File: config.mk
export PLATFORM = sky130hd
export DESIGN_NAME = varint_tlv_site_scanner_flat
export DESIGN_NICKNAME = d
export VERILOG_FILES = /design/src/rtl/vts_pkg.sv /design/src/rtl/vts_in_if.sv /design/src/rtl/vts_out_if.sv /design/src/rtl/vts_front.sv /design/src/rtl/vts_queue.sv /design/src/rtl/varint_tlv_site_scanner.sv /design/src/flat_wrapper.sv
export SDC_FILE = /design/constraint.sdc
export NUM_CORES = 1
export LEC_CHECK = 0
export ABC_CLOCK_PERIOD_IN_PS = 11700
export BUFFER_PORTS_ARGS = -buffer_cell sky130_fd_sc_hd__buf_2
export CORE_ASPECT_RATIO = 2
export CORE_MARGIN = 3
export CORE_UTILIZATION = 45
export DETAILED_ROUTE_END_ITERATION = 10
export GPL_TIMING_DRIVEN = 1
export SYNTH_ARGS = -nofsm -noshare
export SYNTH_HDL_FRONTEND = slang
export SYNTH_SLANG_ARGS = --single-unit
File: constraint.sdc
create_clock -name clk -period 11.7 [get_ports clk]
set_input_delay 0.585 -clock clk [delete_from_list [all_inputs] [get_ports clk]]
set_output_delay 0.585 -clock clk [all_outputs]
set_load 0.03 [all_outputs]
File: src/rtl/vts_pkg.sv
`timescale 1ns / 1ps
package vts_pkg;

	typedef enum logic [7:0] {
		M_HDR     = 8'b0000_0001,
		M_SCALAR  = 8'b0000_0010,
		M_FLHDR   = 8'b0000_0100,
		M_ACOUNT  = 8'b0000_1000,
		M_ELEM    = 8'b0001_0000,
		M_FACOUNT = 8'b0010_0000,
		M_WIDTH   = 8'b0100_0000,
		M_PAYLOAD = 8'b1000_0000
	} mode_t;

	localparam logic [2:0] K_HDR     = 3'd0;
	localparam logic [2:0] K_SCALAR  = 3'd1;
	localparam logic [2:0] K_FLHDR   = 3'd2;
	localparam logic [2:0] K_ACOUNT  = 3'd3;
	localparam logic [2:0] K_ELEM    = 3'd4;
	localparam logic [2:0] K_WIDTH   = 3'd5;
	localparam logic [2:0] K_PAYLOAD = 3'd6;
	localparam logic [2:0] K_NONE    = 3'd7;

	localparam int L_HDR = 0;
	localparam int L_VAR = 1;
	localparam int L_FL  = 2;
	localparam int L_AC  = 3;
	localparam int L_PL  = 4;
	localparam int N_LISTS = 5;

	typedef struct packed {
		logic [2:0]  kind;
		logic [15:0] offset;
		logic [16:0] span;
		logic [2:0]  subtype;
		logic        cv;
		logic        ck;
		logic        fin;
	} rec_t;

	typedef struct packed {
		logic push;
		rec_t rec;
	} push_t;

endpackage

File: src/rtl/vts_in_if.sv
`timescale 1ns / 1ps
interface vts_in_if;
	logic       valid;
	logic       ready;
	logic [7:0] data_byte;
	logic       last_byte;
	modport source (output valid, data_byte, last_byte, input ready);
	modport sink (input valid, data_byte, last_byte, output ready);
endinterface

File: src/rtl/vts_out_if.sv
`timescale 1ns / 1ps
interface vts_out_if;
	logic        valid;
	logic        ready;
	logic [2:0]  site_kind;
	logic [15:0] site_offset;
	logic [16:0] site_span;
	logic [2:0]  payload_subtype;
	logic        counted_as_varint;
	logic        counted_in_kind_list;
	logic        final_record;
	modport source (output valid, site_kind, site_offset, site_span, payload_subtype,
		counted_as_varint, counted_in_kind_list, final_record, input ready);
	modport sink (input valid, site_kind, site_offset, site_span, payload_subtype,
		counted_as_varint, counted_in_kind_list, final_record, output ready);
endinterface

File: src/rtl/vts_front.sv
`timescale 1ns / 1ps
module vts_front import vts_pkg::*; #(
	parameter int MAX_LEN      = 65536,
	parameter int SITE_CAP     = 256,
	parameter int VARINT_BYTES = 10
) (
	input  logic   clk,
	input  logic   arst_n,
	input  logic   take,
	input  logic [7:0] data_byte,
	input  logic   last_byte,
	output push_t  push
);

	localparam int PW = $clog2(MAX_LEN + 1);
	localparam int CW = $clog2(MAX_LEN + 2);
	localparam int KW = $clog2(SITE_CAP + 1);
	localparam logic [PW-1:0] POS_MAX = PW'(MAX_LEN);
	localparam logic [63:0] SAT64 = 64'(MAX_LEN);
	localparam logic [63:0] CLIP64 = 64'(MAX_LEN + 1);
	localparam logic [CW-1:0] SATC = CW'(MAX_LEN);
	localparam logic [KW-1:0] CAP = KW'(SITE_CAP);

	mode_t           mode_q, mode_d;
	logic [PW-1:0]   pos_q, vstart_q, vstart_d, ps_q, ps_d;
	logic [3:0]      vb_q, vb_d, vb_n;
	logic [63:0]     val_q, val_n;
	logic [CW-1:0]   rem_q, rem_d, rem_dec, ec_q, ec_d;
	logic [2:0]      sub_q, sub_d;
	logic [KW-1:0]   cnt_q [N_LISTS];
	logic [N_LISTS-1:0] inc;
	logic            active, done, emit;
	logic [CW-1:0]   vclip, wclip, flclip;
	logic [2*CW-1:0] prod;
	logic [CW-1:0]   total;
	logic [31:0]     span32, pstart32;
	int              list;
	rec_t            rec;

	function automatic logic [CW-1:0] clip_sat(input logic [63:0] v);
		return (v > SAT64) ? SATC : CW'(v);
	endfunction

	function automatic logic [CW-1:0] clip_over(input logic [63:0] v);
		return (v > CLIP64) ? CW'(MAX_LEN + 1) : CW'(v);
	endfunction

	assign active  = pos_q < POS_MAX;
	assign rem_dec = rem_q - CW'(rem_q != '0);
	assign vb_n    = vb_q + 4'd1;
	assign val_n   = ((vb_q == 4'd0) ? 64'd0 : val_q) | (64'(data_byte[6:0]) << (7 * vb_q));
	assign done    = !data_byte[7] || (vb_n >= 4'(VARINT_BYTES));
	assign vclip   = clip_sat(val_n);
	assign flclip  = clip_sat(val_n >> 3);
	assign wclip   = clip_over(val_n >> 3);
	assign prod    = (2*CW)'(ec_q) * (2*CW)'(wclip);
	assign span32  = 32'(pos_q) - 32'(ps_q) + 32'd1;
	assign pstart32 = 32'(ps_q);

	always_comb begin
		// total length of a fixed array payload, saturated
		if (ec_q == '0 || wclip == '0) begin
			total = '0;
		end else if (prod > (2*CW)'(MAX_LEN)) begin
			total = SATC;
		end else begin
			total = CW'(prod);
		end
	end

	always_comb begin
		mode_d   = mode_q;
		vstart_d = vstart_q;
		vb_d     = vb_q;
		rem_d    = rem_q;
		ec_d     = ec_q;
		ps_d     = ps_q;
		sub_d    = sub_q;
		emit     = 1'b0;
		inc      = '0;
		list     = -1;
		rec      = '0;
		if (active) begin
			if (mode_q == M_PAYLOAD) begin
				rem_d = rem_dec;
				if (rem_dec == '0 || last_byte) begin
					emit        = 1'b1;
					inc[L_PL]   = cnt_q[L_PL] != CAP;
					rec.kind    = K_PAYLOAD;
					rec.offset  = pstart32[15:0];
					rec.span    = span32[16:0];
					rec.subtype = sub_q;
					rec.ck      = inc[L_PL];
					rem_d       = '0;
					mode_d      = M_HDR;
				end
			end else begin
				if (vb_q == 4'd0) begin
					vstart_d = pos_q;
				end
				vb_d = vb_n;
				unique case (mode_q)
					M_HDR:     begin rec.kind = K_HDR;    list = L_HDR; end
					M_SCALAR:  begin rec.kind = K_SCALAR; list = -1;    end
					M_FLHDR:   begin rec.kind = K_FLHDR;  list = L_FL;  end
					M_ACOUNT:  begin rec.kind = K_ACOUNT; list = L_AC;  end
					M_ELEM:    begin rec.kind = K_ELEM;   list = -1;    end
					M_FACOUNT: begin rec.kind = K_ACOUNT; list = L_AC;  end
					M_WIDTH:   begin rec.kind = K_WIDTH;  list = L_FL;  end
					default:   begin rec.kind = K_NONE;   list = -1;    end
				endcase
				if (done || last_byte) begin
					emit       = 1'b1;
					inc[L_VAR] = cnt_q[L_VAR] != CAP;
					for (int k = 0; k < N_LISTS; k++) begin
						if (k == list && k != L_VAR) begin
							inc[k] = cnt_q[k] != CAP;
						end
					end
					rec.cv     = inc[L_VAR];
					rec.ck     = (list >= 0) ? inc[list] : 1'b0;
					rec.offset = 16'(32'(vstart_d));
					rec.span   = 17'(vb_n);
					vb_d       = 4'd0;
				end
				if (done) begin
					// advance the item grammar on a completed varint
					unique case (mode_q)
						M_HDR: begin
							unique case (val_n[2:0])
								3'd0, 3'd1: mode_d = M_SCALAR;
								3'd2:       mode_d = M_FLHDR;
								3'd3, 3'd4: mode_d = M_ACOUNT;
								3'd5:       mode_d = M_FACOUNT;
								default:    mode_d = M_HDR;
							endcase
						end
						M_FLHDR: begin
							if (flclip == '0) begin
								mode_d = M_HDR;
							end else begin
								rem_d  = flclip;
								ps_d   = pos_q + PW'(1);
								sub_d  = val_n[2:0];
								mode_d = M_PAYLOAD;
							end
						end
						M_ACOUNT: begin
							if (val_n == 64'd0) begin
								mode_d = M_HDR;
							end else begin
								ec_d   = vclip;
								mode_d = M_ELEM;
							end
						end
						M_ELEM: begin
							if (ec_q <= CW'(1)) begin
								ec_d   = '0;
								mode_d = M_HDR;
							end else begin
								ec_d = ec_q - CW'(1);
							end
						end
						M_FACOUNT: begin
							ec_d   = clip_over(val_n);
							mode_d = M_WIDTH;
						end
						M_WIDTH: begin
							if (total == '0) begin
								mode_d = M_HDR;
							end else begin
								rem_d  = total;
								ps_d   = pos_q + PW'(1);
								sub_d  = val_n[2:0];
								mode_d = M_PAYLOAD;
							end
						end
						default: mode_d = M_HDR;
					endcase
				end
			end
		end
		if (last_byte && !emit) begin
			rec.kind   = K_NONE;
			rec.offset = 16'(32'(pos_q));
		end
		rec.fin   = last_byte;
		push.push = take && (emit || last_byte);
		push.rec  = rec;
	end

	always_ff @(posedge clk or negedge arst_n) begin
		if (!arst_n) begin
			mode_q   <= M_HDR;
			pos_q    <= '0;
			vstart_q <= '0;
			vb_q     <= '0;
			val_q    <= '0;
			rem_q    <= '0;
			ec_q     <= '0;
			ps_q     <= '0;
			sub_q    <= '0;
			for (int k = 0; k < N_LISTS; k++) cnt_q[k] <= '0;
		end else if (take) begin
			if (last_byte) begin
				// new buffer: drop all scan state
				mode_q   <= M_HDR;
				pos_q    <= '0;
				vstart_q <= '0;
				vb_q     <= '0;
				val_q    <= '0;
				rem_q    <= '0;
				ec_q     <= '0;
				ps_q     <= '0;
				sub_q    <= '0;
				for (int k = 0; k < N_LISTS; k++) cnt_q[k] <= '0;
			end else if (active) begin
				mode_q   <= mode_d;
				pos_q    <= pos_q + PW'(1);
				vstart_q <= vstart_d;
				vb_q     <= vb_d;
				if (mode_q != M_PAYLOAD) val_q <= val_n;
				rem_q    <= rem_d;
				ec_q     <= ec_d;
				ps_q     <= ps_d;
				sub_q    <= sub_d;
				for (int k = 0; k < N_LISTS; k++) begin
					if (inc[k]) cnt_q[k] <= cnt_q[k] + KW'(1);
				end
			end
		end
	end

	a_last_clears: assert property (@(posedge clk) disable iff (!arst_n)
		take && last_byte |=> pos_q == '0 && mode_q == M_HDR)
		else $error("scan state not cleared after last byte");
	a_payload_rem: assert property (@(posedge clk) disable iff (!arst_n)
		mode_q == M_PAYLOAD |-> rem_q != '0)
		else $error("payload mode with nothing remaining");
	a_pos_bound: assert property (@(posedge clk) disable iff (!arst_n)
		pos_q <= POS_MAX)
		else $error("byte position beyond limit");
	a_cap: assert property (@(posedge clk) disable iff (!arst_n)
		cnt_q[L_VAR] <= CAP && cnt_q[L_HDR] <= CAP && cnt_q[L_PL] <= CAP)
		else $error("list count above cap");

endmodule

File: src/rtl/vts_queue.sv
`timescale 1ns / 1ps
module vts_queue import vts_pkg::*; (
	input  logic  clk,
	input  logic  arst_n,
	input  push_t push,
	output logic  full,
	vts_out_if.source site_out
);

	localparam int DEPTH = 4;

	rec_t       mem_q [DEPTH];
	logic [1:0] wr_q, rd_q;
	logic [2:0] cnt_q;
	logic       pop;
	rec_t       head;

	assign full  = cnt_q == 3'(DEPTH);
	assign pop   = site_out.valid && site_out.ready;
	assign head  = mem_q[rd_q];

	assign site_out.valid                = cnt_q != 3'd0;
	assign site_out.site_kind            = head.kind;
	assign site_out.site_offset          = head.offset;
	assign site_out.site_span            = head.span;
	assign site_out.payload_subtype      = head.subtype;
	assign site_out.counted_as_varint    = head.cv;
	assign site_out.counted_in_kind_list = head.ck;
	assign site_out.final_record         = head.fin;

	always_ff @(posedge clk) begin
		if (push.push) mem_q[wr_q] <= push.rec;
	end

	always_ff @(posedge clk or negedge arst_n) begin
		if (!arst_n) begin
			wr_q  <= '0;
			rd_q  <= '0;
			cnt_q <= '0;
		end else begin
			if (push.push) wr_q <= wr_q + 2'd1;
			if (pop) rd_q <= rd_q + 2'd1;
			cnt_q <= cnt_q + 3'(push.push) - 3'(pop);
		end
	end

	a_no_overflow: assert property (@(posedge clk) disable iff (!arst_n)
		full |-> !push.push)
		else $error("push into full queue");
	a_count_bound: assert property (@(posedge clk) disable iff (!arst_n)
		cnt_q <= 3'(DEPTH))
		else $error("queue count out of range");
	a_pop_moves: assert property (@(posedge clk) disable iff (!arst_n)
		pop |=> rd_q == $past(rd_q) + 2'd1)
		else $error("read pointer did not advance");

endmodule

File: src/rtl/varint_tlv_site_scanner.sv
`timescale 1ns / 1ps
// Channel   Role    Handshake     Payload
// byte_in   sink    valid/ready   data_byte, last_byte
// site_out  source  valid/ready   site_kind .. final_record
//
// One byte per cycle while the queue has room: the scanner updates its parse state on each accepted byte.
// At most one record per byte; records wait in a 4-entry queue.
// byte_in.ready drops only when the queue is full.
// Reset clears parse state, list counts and the queue; no clearing pass.
module varint_tlv_site_scanner import vts_pkg::*; #(
	parameter int MAX_LEN      = 65536,
	parameter int SITE_CAP     = 256,
	parameter int VARINT_BYTES = 10
) (
	input logic clk,
	input logic arst_n,
	vts_in_if.sink    byte_in,
	vts_out_if.source site_out
);

	push_t push;
	logic  full;
	logic  take;

	// accept a byte whenever the queue has room
	assign byte_in.ready = !full;
	assign take          = byte_in.valid && byte_in.ready;

	vts_front #(
		.MAX_LEN(MAX_LEN),
		.SITE_CAP(SITE_CAP),
		.VARINT_BYTES(VARINT_BYTES)
	) u_front (
		.clk(clk),
		.arst_n(arst_n),
		.take(take),
		.data_byte(byte_in.data_byte),
		.last_byte(byte_in.last_byte),
		.push(push)
	);

	// hold records until the sink takes them
	vts_queue u_queue (
		.clk(clk),
		.arst_n(arst_n),
		.push(push),
		.full(full),
		.site_out(site_out)
	);

endmodule
File: src/flat_wrapper.sv
// flat-port wrapper written by rule: the top's interface ports become plain ports
module varint_tlv_site_scanner_flat import vts_pkg::*;
#(
	parameter int MAX_LEN      = 65536,
	parameter int SITE_CAP     = 256,
	parameter int VARINT_BYTES = 10
)
  (clk, arst_n, byte_in_valid, byte_in_data_byte, byte_in_last_byte, byte_in_ready, site_out_valid, site_out_site_kind, site_out_site_offset, site_out_site_span, site_out_payload_subtype, site_out_counted_as_varint, site_out_counted_in_kind_list, site_out_final_record, site_out_ready);
  vts_in_if byte_in_i ();
  vts_out_if site_out_i ();
  input logic clk;
  input logic arst_n;
  input wire logic [$bits(byte_in_i.valid)-1:0] byte_in_valid;
  input wire logic [$bits(byte_in_i.data_byte)-1:0] byte_in_data_byte;
  input wire logic [$bits(byte_in_i.last_byte)-1:0] byte_in_last_byte;
  output wire logic [$bits(byte_in_i.ready)-1:0] byte_in_ready;
  output wire logic [$bits(site_out_i.valid)-1:0] site_out_valid;
  output wire logic [$bits(site_out_i.site_kind)-1:0] site_out_site_kind;
  output wire logic [$bits(site_out_i.site_offset)-1:0] site_out_site_offset;
  output wire logic [$bits(site_out_i.site_span)-1:0] site_out_site_span;
  output wire logic [$bits(site_out_i.payload_subtype)-1:0] site_out_payload_subtype;
  output wire logic [$bits(site_out_i.counted_as_varint)-1:0] site_out_counted_as_varint;
  output wire logic [$bits(site_out_i.counted_in_kind_list)-1:0] site_out_counted_in_kind_list;
  output wire logic [$bits(site_out_i.final_record)-1:0] site_out_final_record;
  input wire logic [$bits(site_out_i.ready)-1:0] site_out_ready;
  assign byte_in_i.valid = byte_in_valid;
  assign byte_in_i.data_byte = byte_in_data_byte;
  assign byte_in_i.last_byte = byte_in_last_byte;
  assign byte_in_ready = byte_in_i.ready;
  assign site_out_valid = site_out_i.valid;
  assign site_out_site_kind = site_out_i.site_kind;
  assign site_out_site_offset = site_out_i.site_offset;
  assign site_out_site_span = site_out_i.site_span;
  assign site_out_payload_subtype = site_out_i.payload_subtype;
  assign site_out_counted_as_varint = site_out_i.counted_as_varint;
  assign site_out_counted_in_kind_list = site_out_i.counted_in_kind_list;
  assign site_out_final_record = site_out_i.final_record;
  assign site_out_i.ready = site_out_ready;
  varint_tlv_site_scanner #(.MAX_LEN(MAX_LEN), .SITE_CAP(SITE_CAP), .VARINT_BYTES(VARINT_BYTES)) u_core (.clk(clk), .arst_n(arst_n), .byte_in(byte_in_i), .site_out(site_out_i));
endmodule
# Word level (Yosys, flattened, before mapping)
# Memories as Yosys holds them, arrays and structs flattened.
# Index checks and enable logic that the tools add are counted.
[totals]
word_cells = 240
mem_count = 1
out_inout_bits = 44
register_bits = 215
mem_bits_rw = 168
inputBits = 13
[mem_list]
columns = ["memory", "words", "width", "read_ports", "rd_clocked_by_memory_dff", "write_ports", "line", "text"]
rows = [
  ["u_core.u_queue.mem_q", 4, 42, 1, 0, 1, "vts_queue.sv:12", "rec_t mem_q [DEPTH];"],
]
[classes]
magnitude_cmp = 10
n_shift = 1
n_mul = 2
bitwise = 1
n_mux = 111
add_sub_neg = 15
n_eq_ne = 31
reduce_logical = 51
[ops]
columns = ["operator", "count"]
rows = [
  ["$mux 17", 27],
  ["$mux 64", 4],
  ["$gt 64x17->1 const B", 2],
  ["$gt 61x17->1 const B", 2],
  ["$pmux 32 s3", 1],
  ["$mux 45", 2],
  ["$logic_not 17->1", 5],
  ["$pmux 17 s2", 2],
  ["$eq 3x32->1 const A", 2],
  ["$logic_not 64->1", 1],
  ["$mux 16", 4],
  ["$mux 32", 2],
  ["$mux 8", 8],
  ["$or 64x64->64", 1],
  ["$shl 7x7->64", 1],
  ["$pmux 17 s3", 1],
  ["$pmux 8 s6", 1],
  ["$add 9x1->9 const B", 5],
  ["$mux 9", 5],
  ["$ne 9x9->1 const B", 5],
  ["$mux 41", 1],
  ["$mux 39", 1],
  ["$mux 36", 1],
  ["$gt 34x17->1 const B", 1],
  ["60 further kinds", 137],
]

# Logic depth before layout (Yosys ltp)
# Gate-level depths: netlist of run 1.
[depth]
word_depth = 18
depth_mapped = 39
mapped_depth_nobuf = 33

# Modules after synthesis
# Synthesis of run 1 repeated with hierarchy kept, for this count alone.
[unflattened]
hier_cells = 2968
hier_area_um2 = 29568.4
[by_module_without_submodules]
columns = ["module", "instances", "area_per_inst_um2", "seq_area_each_um2", "cells_each"]
rows = [
  ["vts_front", 1, 23035.8, 5206.2, 2711],
  ["vts_queue", 1, 6522.5, 5220.0, 255],
  ["varint_tlv_site_scanner", 1, 10.0, 0.0, 2],
]

# Worst setup path after synthesis of run 1
# No wires, ideal clock.
[synth_timing]
kind = "reg-to-reg"
startpoint = "register u_core.u_front.vb_q[0]"
endpoint = "register u_core.u_front.rem_q[14]"
required_ns = 11.573
path_buffers = 6
period_less_slack_ns = 9.615
slack_ns = 2.085
arrival_ns = 9.487
setup_time_ns = 0.127
stages_incl_launch_ff = 39
cell_sequence = "dfrtp_1 > buf_2 > inv_1 > ha_1 > or3b_1 > buf_2 > a22oi_2 > and3_1 > a21o_1 > nand3_4 > clkbuf_1 > nor2_1 > clkbuf_1 > nand2_1 > fa_1 > inv_1 > fa_1 > inv_1 > (+3 left out) > fa_1 > inv_1 > fa_1 > inv_1 > ha_1 > clkbuf_1 > and4_1 > and2_1 > o2111ai_1 > nand2_1 > o22ai_1 > or3b_2 > a2111oi_2 > nand4_1 > a221oi_4 > nand2b_1 > buf_4 > mux2_1"
[synth_via]
elab_chain_cells = 15
elab_cells_between_ends = 31
classes_between = "add/sub (1); mul (2); order compare (4); eq/ne (2); shift (1); mux (12); bitwise (1); reduce/logical (8)"
[synth_rtl]
columns = ["element", "line", "text"]
rows = [
  ["from (decl)", "vts_front.sv:26", "logic [3:0] vb_q, vb_d, vb_n;"],
  ["from (signal assigned)", "vts_front.sv:221", "vb_q <= vb_d;"],
  ["$mul 3x4->7 / $logic_not 4->1 (equally long branches)", "vts_front.sv:51", "assign val_n = ((vb_q == 4'd0) ? 64'd0 : val_q) | (64'(data_byte[6:0]) << (7 * vb_q));"],
  ["$shl 7x7->64 / $mux 64 (equally long branches)", "vts_front.sv:51", ""],
  ["$or 64x64->64", "vts_front.sv:51", ""],
  ["$gt 61x17->1", "vts_front.sv:45", "return (v > CLIP64) ? CW'(MAX_LEN + 1) : CW'(v);"],
  ["$mux 17", "vts_front.sv:45", ""],
  ["$mul 17x17->34", "vts_front.sv:56", "assign prod = (2*CW)'(ec_q) * (2*CW)'(wclip);"],
  ["$gt 34x17->1", "vts_front.sv:64", "end else if (prod > (2*CW)'(MAX_LEN)) begin"],
  ["$mux 17", "vts_front.sv:64", ""],
  ["$mux 17", "vts_front.sv:62", "if (ec_q == '0 || wclip == '0) begin"],
  ["$mux 17", "vts_front.sv:169", "if (total == '0) begin"],
  ["$pmux 17 s2", "vts_front.sv:128", "unique case (mode_q)"],
  ["$mux 17", "vts_front.sv:126", "if (done) begin"],
  ["$mux 17", "vts_front.sv:84", "if (mode_q == M_PAYLOAD) begin"],
  ["$mux 17", "vts_front.sv:217", "end else if (active) begin"],
  ["$mux 17", "vts_front.sv:205", "if (last_byte) begin"],
  ["to (signal assigned)", "vts_front.sv:223", "rem_q <= rem_d;"],
  ["to (decl)", "vts_front.sv:28", "logic [CW-1:0] rem_q, rem_d, rem_dec, ec_q, ec_d;"],
]
# Parallel ways exist; a longest one is shown, timed or not. The select of a mux whose other input is x is not followed.
# A chain may end at the register's enable or synchronous reset.

# Final worst setup path of run 1
[layout_timing]
startpoint = "register u_core.u_front.vb_q[1]"
endpoint = "register u_core.u_front.rem_q[0]"
# The elaborated chain is that of the path after synthesis.

==> results.cfg, run 1 <==
[run_status]
outcome = complete, no violations

[placed_design]
portBuffers = 56
routabilityCongestion = 0.9561
dp_hpwl_um = 64560
dp_slack_ps = 581.6

[drt]
wl_per_cell_um = 22.37
drc_errors = 0
detail-route-antenna-nets = 0
first_iter_violations = 1489
wl_um = 84720
viasPerCell = 5.895
vias = 22326
dr.pass1.iters = 7

[power]
ir_drop_v = 0.0001843
p_seq_frac = 0.327
power.density_nw_per_um2 = 181.0
swShare = 0.4386
clkPwrFrac = 0.200
switching_power_w = 0.002520
power_leakage_nw = 14.12
power_frac_comb = 0.473
p_int_w = 0.003227

[timing]
timing.final.crit_share = 0.9391
max_freq_mhz = 91.01
setup-tns-final_ps = 0
max_slew_margin = 0.2028
skew_ps = 25.07
tightestPinTransition_ps = 1191
drv_slew = 0
finalCriticalPeriod_ps = 10990
rsz0062_at_grt = no
setup_viol = 0
finalWorstSetupSlack_ps = 712.7
hold_viol = 0

[floorplanning]
die_h_um = 367.8
rows = 132
initial_core_util = 0.4549
die_area_um2 = 68730
boundaryPins = 57
core_um2 = 64740
dieWidth_um = 186.9

[cells_and_area]
syn_to_final_growth_pct = 7.822
multi_input_area_um2 = 17000
fillers = 6037
num_antenna_cells = 0
nets = 3292
regArea_um2 = 10430
layout-drive-gt1-share = 0.09328

[synth]
synthTopCellsByCount = inv_1 (365), nand2_1 (317), fa_1 (226)
yosysMostFrequentCell = inv_1
ys.flop_type = dfrtp_1
yosysTopAreaCell = dfrtp_1
ys_top_cells_by_area = dfrtp_1 (18%), edfxtp_1 (17%), fa_1 (15%)
synthCells = 2903
ys_ff_latch = 383
netlist_area_um2 = 29450
ys_types = 104
syn-num-nets = 3305
yosys_warnings = 0
ys_seq_area_frac = 0.3540
synth_top_area_share = 0.1818
synth.avg_cell_area_um2 = 10.14
async_flop_share = 0.5614
synth_edf_count = 168

[clocking]
numCtsBuffers = 34
path_clk_slew_ps = 70
htree_num_levels = 2
postCtsSetupBuffers = 0
ctsHoldBuffers = 0
clkSinkCount = 383
cts_tree = built
cts_max_path_buffers = 3
clkLatencyLatePin_ps = 560
clockRootBuffer = clkbuf_16

[run]
drv_cap = 0

[worst_hold_path]
worst_hold_path_type = in -> async

[critical_path]
max_stage_delay_ps = 650
worst_setup_path_start_kind = register
r2r_slack_ps = 710
worstPathArrival_ps = 11470
worstPathMaxFanout = 34
slowest_stage = or3b_2
cp.required_ps = 12190
crit_type = reg -> reg
cp-end-kind = register
timing.critical_path.mode_cell = fa_1

[grt]
grt_pass1_vias = 23799
grt.total_usage = 0.2492
grt_max_degree = 97
antenna_found_initial = 0
overflow = 0
grt_pass1_wl_um = 134400
-- metrics by stage --
stage                     hold slack, ps  utilization  instances  total power, W  instance area [um^2]
after floorplan                    289.4            -       2903        0.003738                 29450
after CTS                          70.74       0.4904       3787        0.005781                 31750
after global routing               105.5       0.4905       3787        0.006104                 31750
after detailed placement           474.2       0.4732       3725        0.004617                 30640
after global placement             462.2       0.4732       3725        0.004572                 30640
final                              47.79       0.4905       3787        0.005747                 31750
-- critical path, delay by kind of cell (launching register included) --
family | cells | cell delay (ps)
DFF | 1 | 600
buffers and inverters | 7 | 1070
and+or+nand+nor | 9 | 3290
muxes | 1 | 190
AOI/OAI and AO/OA | 8 | 2170
adders and majority gates | 8 | 3590
-- routing by layer --
metal	global-route usage	share of wire	vias to the layer above
met4	0.1870	0.091	0
met2	0.4774	0.55	745
met3	0.02039	0.031	325
met5	0	0	-
met1	0.2467	0.33	11288
li1	-	-	9968
-- power groups by stage --
| stage | logic (W) | registers, W | clock network, W |
|---|---|---|---|
| floorplan | 0.00199 | 0.00175 | 0 |
| global placement | 0.00269 | 0.00188 | 0 |
| detailed placement | 0.00272 | 0.00190 | 0 |
| CTS | 0.00273 | 0.00187 | 0.00118 |
| global route | 0.00298 | 0.00190 | 0.00122 |
| finish | 0.00272 | 0.00188 | 0.00115 |
-- cell families (layout without fill, tap and decap cells) --
family | count (synthesis) | in the layout | share of synthesized area
AOI/OAI and AO/OA | 548 | 548 | 0.1341
xor gates and xnor gates | 99 | 99 | 0.02944
adders and majority gates | 389 | 389 | 0.2229
buffers and inverters | 533 | 546 | 0.06997
DFF | 383 | 383 | 0.3540
muxes | 71 | 71 | 0.04215
and+or+nand+nor | 880 | 880 | 0.1474
-- path summary, 6_finish.rpt --
| path | to | cells after the start | start |
|---|---|---|---|
| hold reg to reg | u_core.u_front.val_q[19] | 2 | u_core.u_front.val_q[19] |
| max in group asynchronous | u_core.u_front.vstart_q[7] | 3 | arst_n |
| min in group clk | u_core.u_queue.rd_q[0] | 3 | site_out_ready |
| hold / removal | u_core.u_front.val_q[38] | 1 | arst_n |
| setup / recovery | u_core.u_front.rem_q[0] | 33 | u_core.u_front.vb_q[1] |
| setup reg to reg | u_core.u_front.rem_q[0] | 33 | u_core.u_front.vb_q[1] |
-- flip-flops by register name, summed over array words and instances, names as in the netlist, 4 cells and up --
signal	count
u_core.u_front.val_q	64
u_core.u_front.mode_q	8
u_core.u_front.pos_q	17
u_core.u_front.vstart_q	16
u_core.u_front.ps_q	17
u_core.u_front.vb_q	4
u_core.u_front.cnt_q	45
u_core.u_front.ec_q	17
u_core.u_queue.mem_q	168
u_core.u_front.rem_q	17
-- timing repair --
item | 4_1_cts | 5_1_grt
resized for setup | 0 | 2
endpoints found under the hold margin | 0 | 0
setup endpoints to repair | 0 | 31
-- final cells by class --
type | count | share of cell area
clock inverter | 18 | 0.006108
inverter | 369 | 0.04362
timing repair buffer | 115 | 0.02309
multi-input combinational | 1987 | 0.5355
clock buffer | 44 | 0.02892
sequential | 383 | 0.3284
tap | 871 | 0.03432
-- layout by cell type, fill, tap and decap left out, types with 14 or more instances in the layout --
cell type	n
inv_1	365
nand2_1	317
fa_1	226
dfrtp_1	212
edfxtp_1	168
ha_1	163
nor2_1	155
o21ai_0	116
and2_1	110
a22o_1	102
a21oi_1	70
nor3_1	69
buf_4	59
buf_2	55
xor2_1	54
nand3_1	46
xnor2_1	45
mux4_2	42
clkbuf_16	34
nor4_1	28
nand4_1	27
mux2i_1	25
or3_1	23
o31ai_1	19
a22oi_1	19
a21o_1	18
o21ai_1	18
o21a_1	18
o22ai_1	18
and3_1	15
o211ai_1	14
a31oi_1	14
Power figures use the tool's default switching activity.
==> run 2, diff against run 1 <==
- ABC_CLOCK_PERIOD_IN_PS: 11700 -> 13200
- RECOVER_POWER: unset -> 25
- clock period: 11.7 -> 13.2 ns (I/O delays scaled with it)
==> results.cfg, run 2 (synthesis gave the netlist of run 1 again) <==
[grt]
grt_pass1_wl_um = 134100
grt_max_degree = 81
grt.total_usage = 0.2467
grt_pass1_vias = 24213
antenna_found_initial = 0
overflow = 0

[cells_and_area]
fin_cells = 3775
multi_input_area_um2 = 17000
layout-drive-gt1-share = 0.08747
fillers = 5982
final_common_cell = inv_1
num_antenna_cells = 0
largest_register_ffs = 168
regArea_um2 = 10430
nets = 3285
top_regs = u_core.u_queue.mem_q (168), u_core.u_front.val_q (64), u_core.u_front.cnt_q (45)
regMostFlops = u_core.u_queue.mem_q
syn_to_final_growth_pct = 7.490
most-common-layout-cells = inv_1 (365), nand2_1 (317), fa_1 (226), dfrtp_1 (212), edfxtp_1 (168)

[placed_design]
dp_slack_ps = 1002
placedCellCount = 3718
portBuffers = 56
dp_hpwl_um = 64230
routabilityCongestion = 0.9908

[worst_hold_path]
hold_end = u_core.u_queue.rd_q[0]
hold_depth = 3
hp-start = site_out_ready
worst_hold_path_type = in -> reg

[floorplanning]
initial_core_util = 0.4549
die_h_um = 367.8
dieWidth_um = 186.9
core_um2 = 64740
die_area_um2 = 68730
boundaryPins = 57
rows = 132

[power]
p_int_w = 0.002866
p_seq_frac = 0.327
switching_power_w = 0.002220
power_leakage_nw = 14.06
clkPwrFrac = 0.199
ir_drop_v = 0.0001362
power.density_nw_per_um2 = 160.7
swShare = 0.4365
power_frac_comb = 0.474

[timing]
setup_viol = 0
hold_viol = 0
drv_slew = 323
finalCriticalPeriod_ps = 12400
max_freq_mhz = 80.66
setup-tns-final_ps = 0
rsz0062_at_grt = no
tightestPinTransition_ps = 4086
finalWorstSetupSlack_ps = 803.0
skew_ps = 30.01
timing.final.crit_share = 0.9392
max_slew_margin = -1.724

[run_status]
failed_checks = max-capacitance violations, max-slew violations
outcome = finished with violations

[clocking]
postCtsSetupBuffers = 0
numCtsBuffers = 34
clockRootBuffer = clkbuf_16
clkSinkCount = 383
path_clk_slew_ps = 80
cts_resized = 0
clkLatencyLatePin_ps = 550
cts_max_path_buffers = 3
ctsHoldBuffers = 0
cts_tree = built
htree_num_levels = 2

[critical_path]
max_stage_delay_ps = 1140
reg2reg_from = u_core.u_front.vb_q[0]
r2r_cells = 32
cp-end-kind = register
cp.required_ps = 13490
r2r_end = u_core.u_front.rem_q[10]
worstPathMaxFanout = 36
worst_setup_path_start_kind = register
timing.critical_path.mode_cell = fa_1
crit_type = reg -> reg
slowest_stage = nor2_1
r2r_slack_ps = 800
worstPathArrival_ps = 12680

[drt]
vias = 22110
wl_um = 83500
wl_per_cell_um = 22.12
dr.pass1.iters = 5
first_iter_violations = 1316
drc_errors = 0
viasPerCell = 5.857
detail-route-antenna-nets = 0

[run]
drv_cap = 5
==> run 2: worst max path at each step <==
stage	from	to
6_report	u_core.u_front.vb_q[0]	u_core.u_front.rem_q[10]
3_5_place_dp	u_core.u_front.vb_q[0]	u_core.u_front.rem_q[14]
3_3_place_gp	u_core.u_front.vb_q[0]	u_core.u_front.rem_q[16]
5_1_grt	u_core.u_front.vb_q[0]	u_core.u_front.rem_q[10]
4_1_cts	u_core.u_front.vb_q[0]	u_core.u_front.rem_q[14]
2_1_floorplan	u_core.u_front.vb_q[0]	u_core.u_front.rem_q[14]
==> run 2: routing by layer <==
| metal | track usage | routed length, um | up-vias |
|---|---|---|---|
| li1 | - | - | 9950 |
| met1 | 0.2394 | 27240 | 11215 |
| met2 | 0.4836 | 47010 | 662 |
| met3 | 0.02124 | 2532 | 283 |
| met4 | 0.1719 | 6708 | 0 |
| met5 | 0 | 0 | - |
==> run 2: final cells by class <==
type | instances | area share
tap | 871 | 0.03443
clock buffer | 42 | 0.02945
timing repair buffer | 108 | 0.02067
multi-input combinational | 1987 | 0.5369
inverter | 369 | 0.04375
clock inverter | 15 | 0.005375
sequential | 383 | 0.3294
==> run 2: power groups by stage <==
stage / sequential (W) / clock [W] / combinational, W
global placement: 0.00167 / 0 / 0.00239
floorplan: 0.00155 / 0 / 0.00177
global route: 0.00168 / 0.00108 / 0.00266
finish: 0.00166 / 0.00101 / 0.00241
CTS: 0.00166 / 0.00104 / 0.00243
detailed placement: 0.00168 / 0 / 0.00241
==> run 2: worst max-delay path: cells and delay by family (launching register included) <==
family                   cells  cell delay [ps]
AO/OA/AOI/OAI                8             2570
adder cells (fa/ha/maj)      8             3570
buffers and inverters        6              750
flip-flops                   1              680
AND/OR/NAND/NOR             10             4510
==> run 2: metrics by stage <==
step | hold slack, ps | cell area (um^2) | power, W | util
after floorplan | 364.4 | 29450 | 0.003313 | -
after global placement | 478.4 | 30580 | 0.004055 | 0.4723
after detailed placement | 483.2 | 30580 | 0.004094 | 0.4723
after CTS | 63.22 | 31680 | 0.005123 | 0.4894
after global routing | 487.9 | 31660 | 0.005424 | 0.4889
final | 496.2 | 31660 | 0.005086 | 0.4889
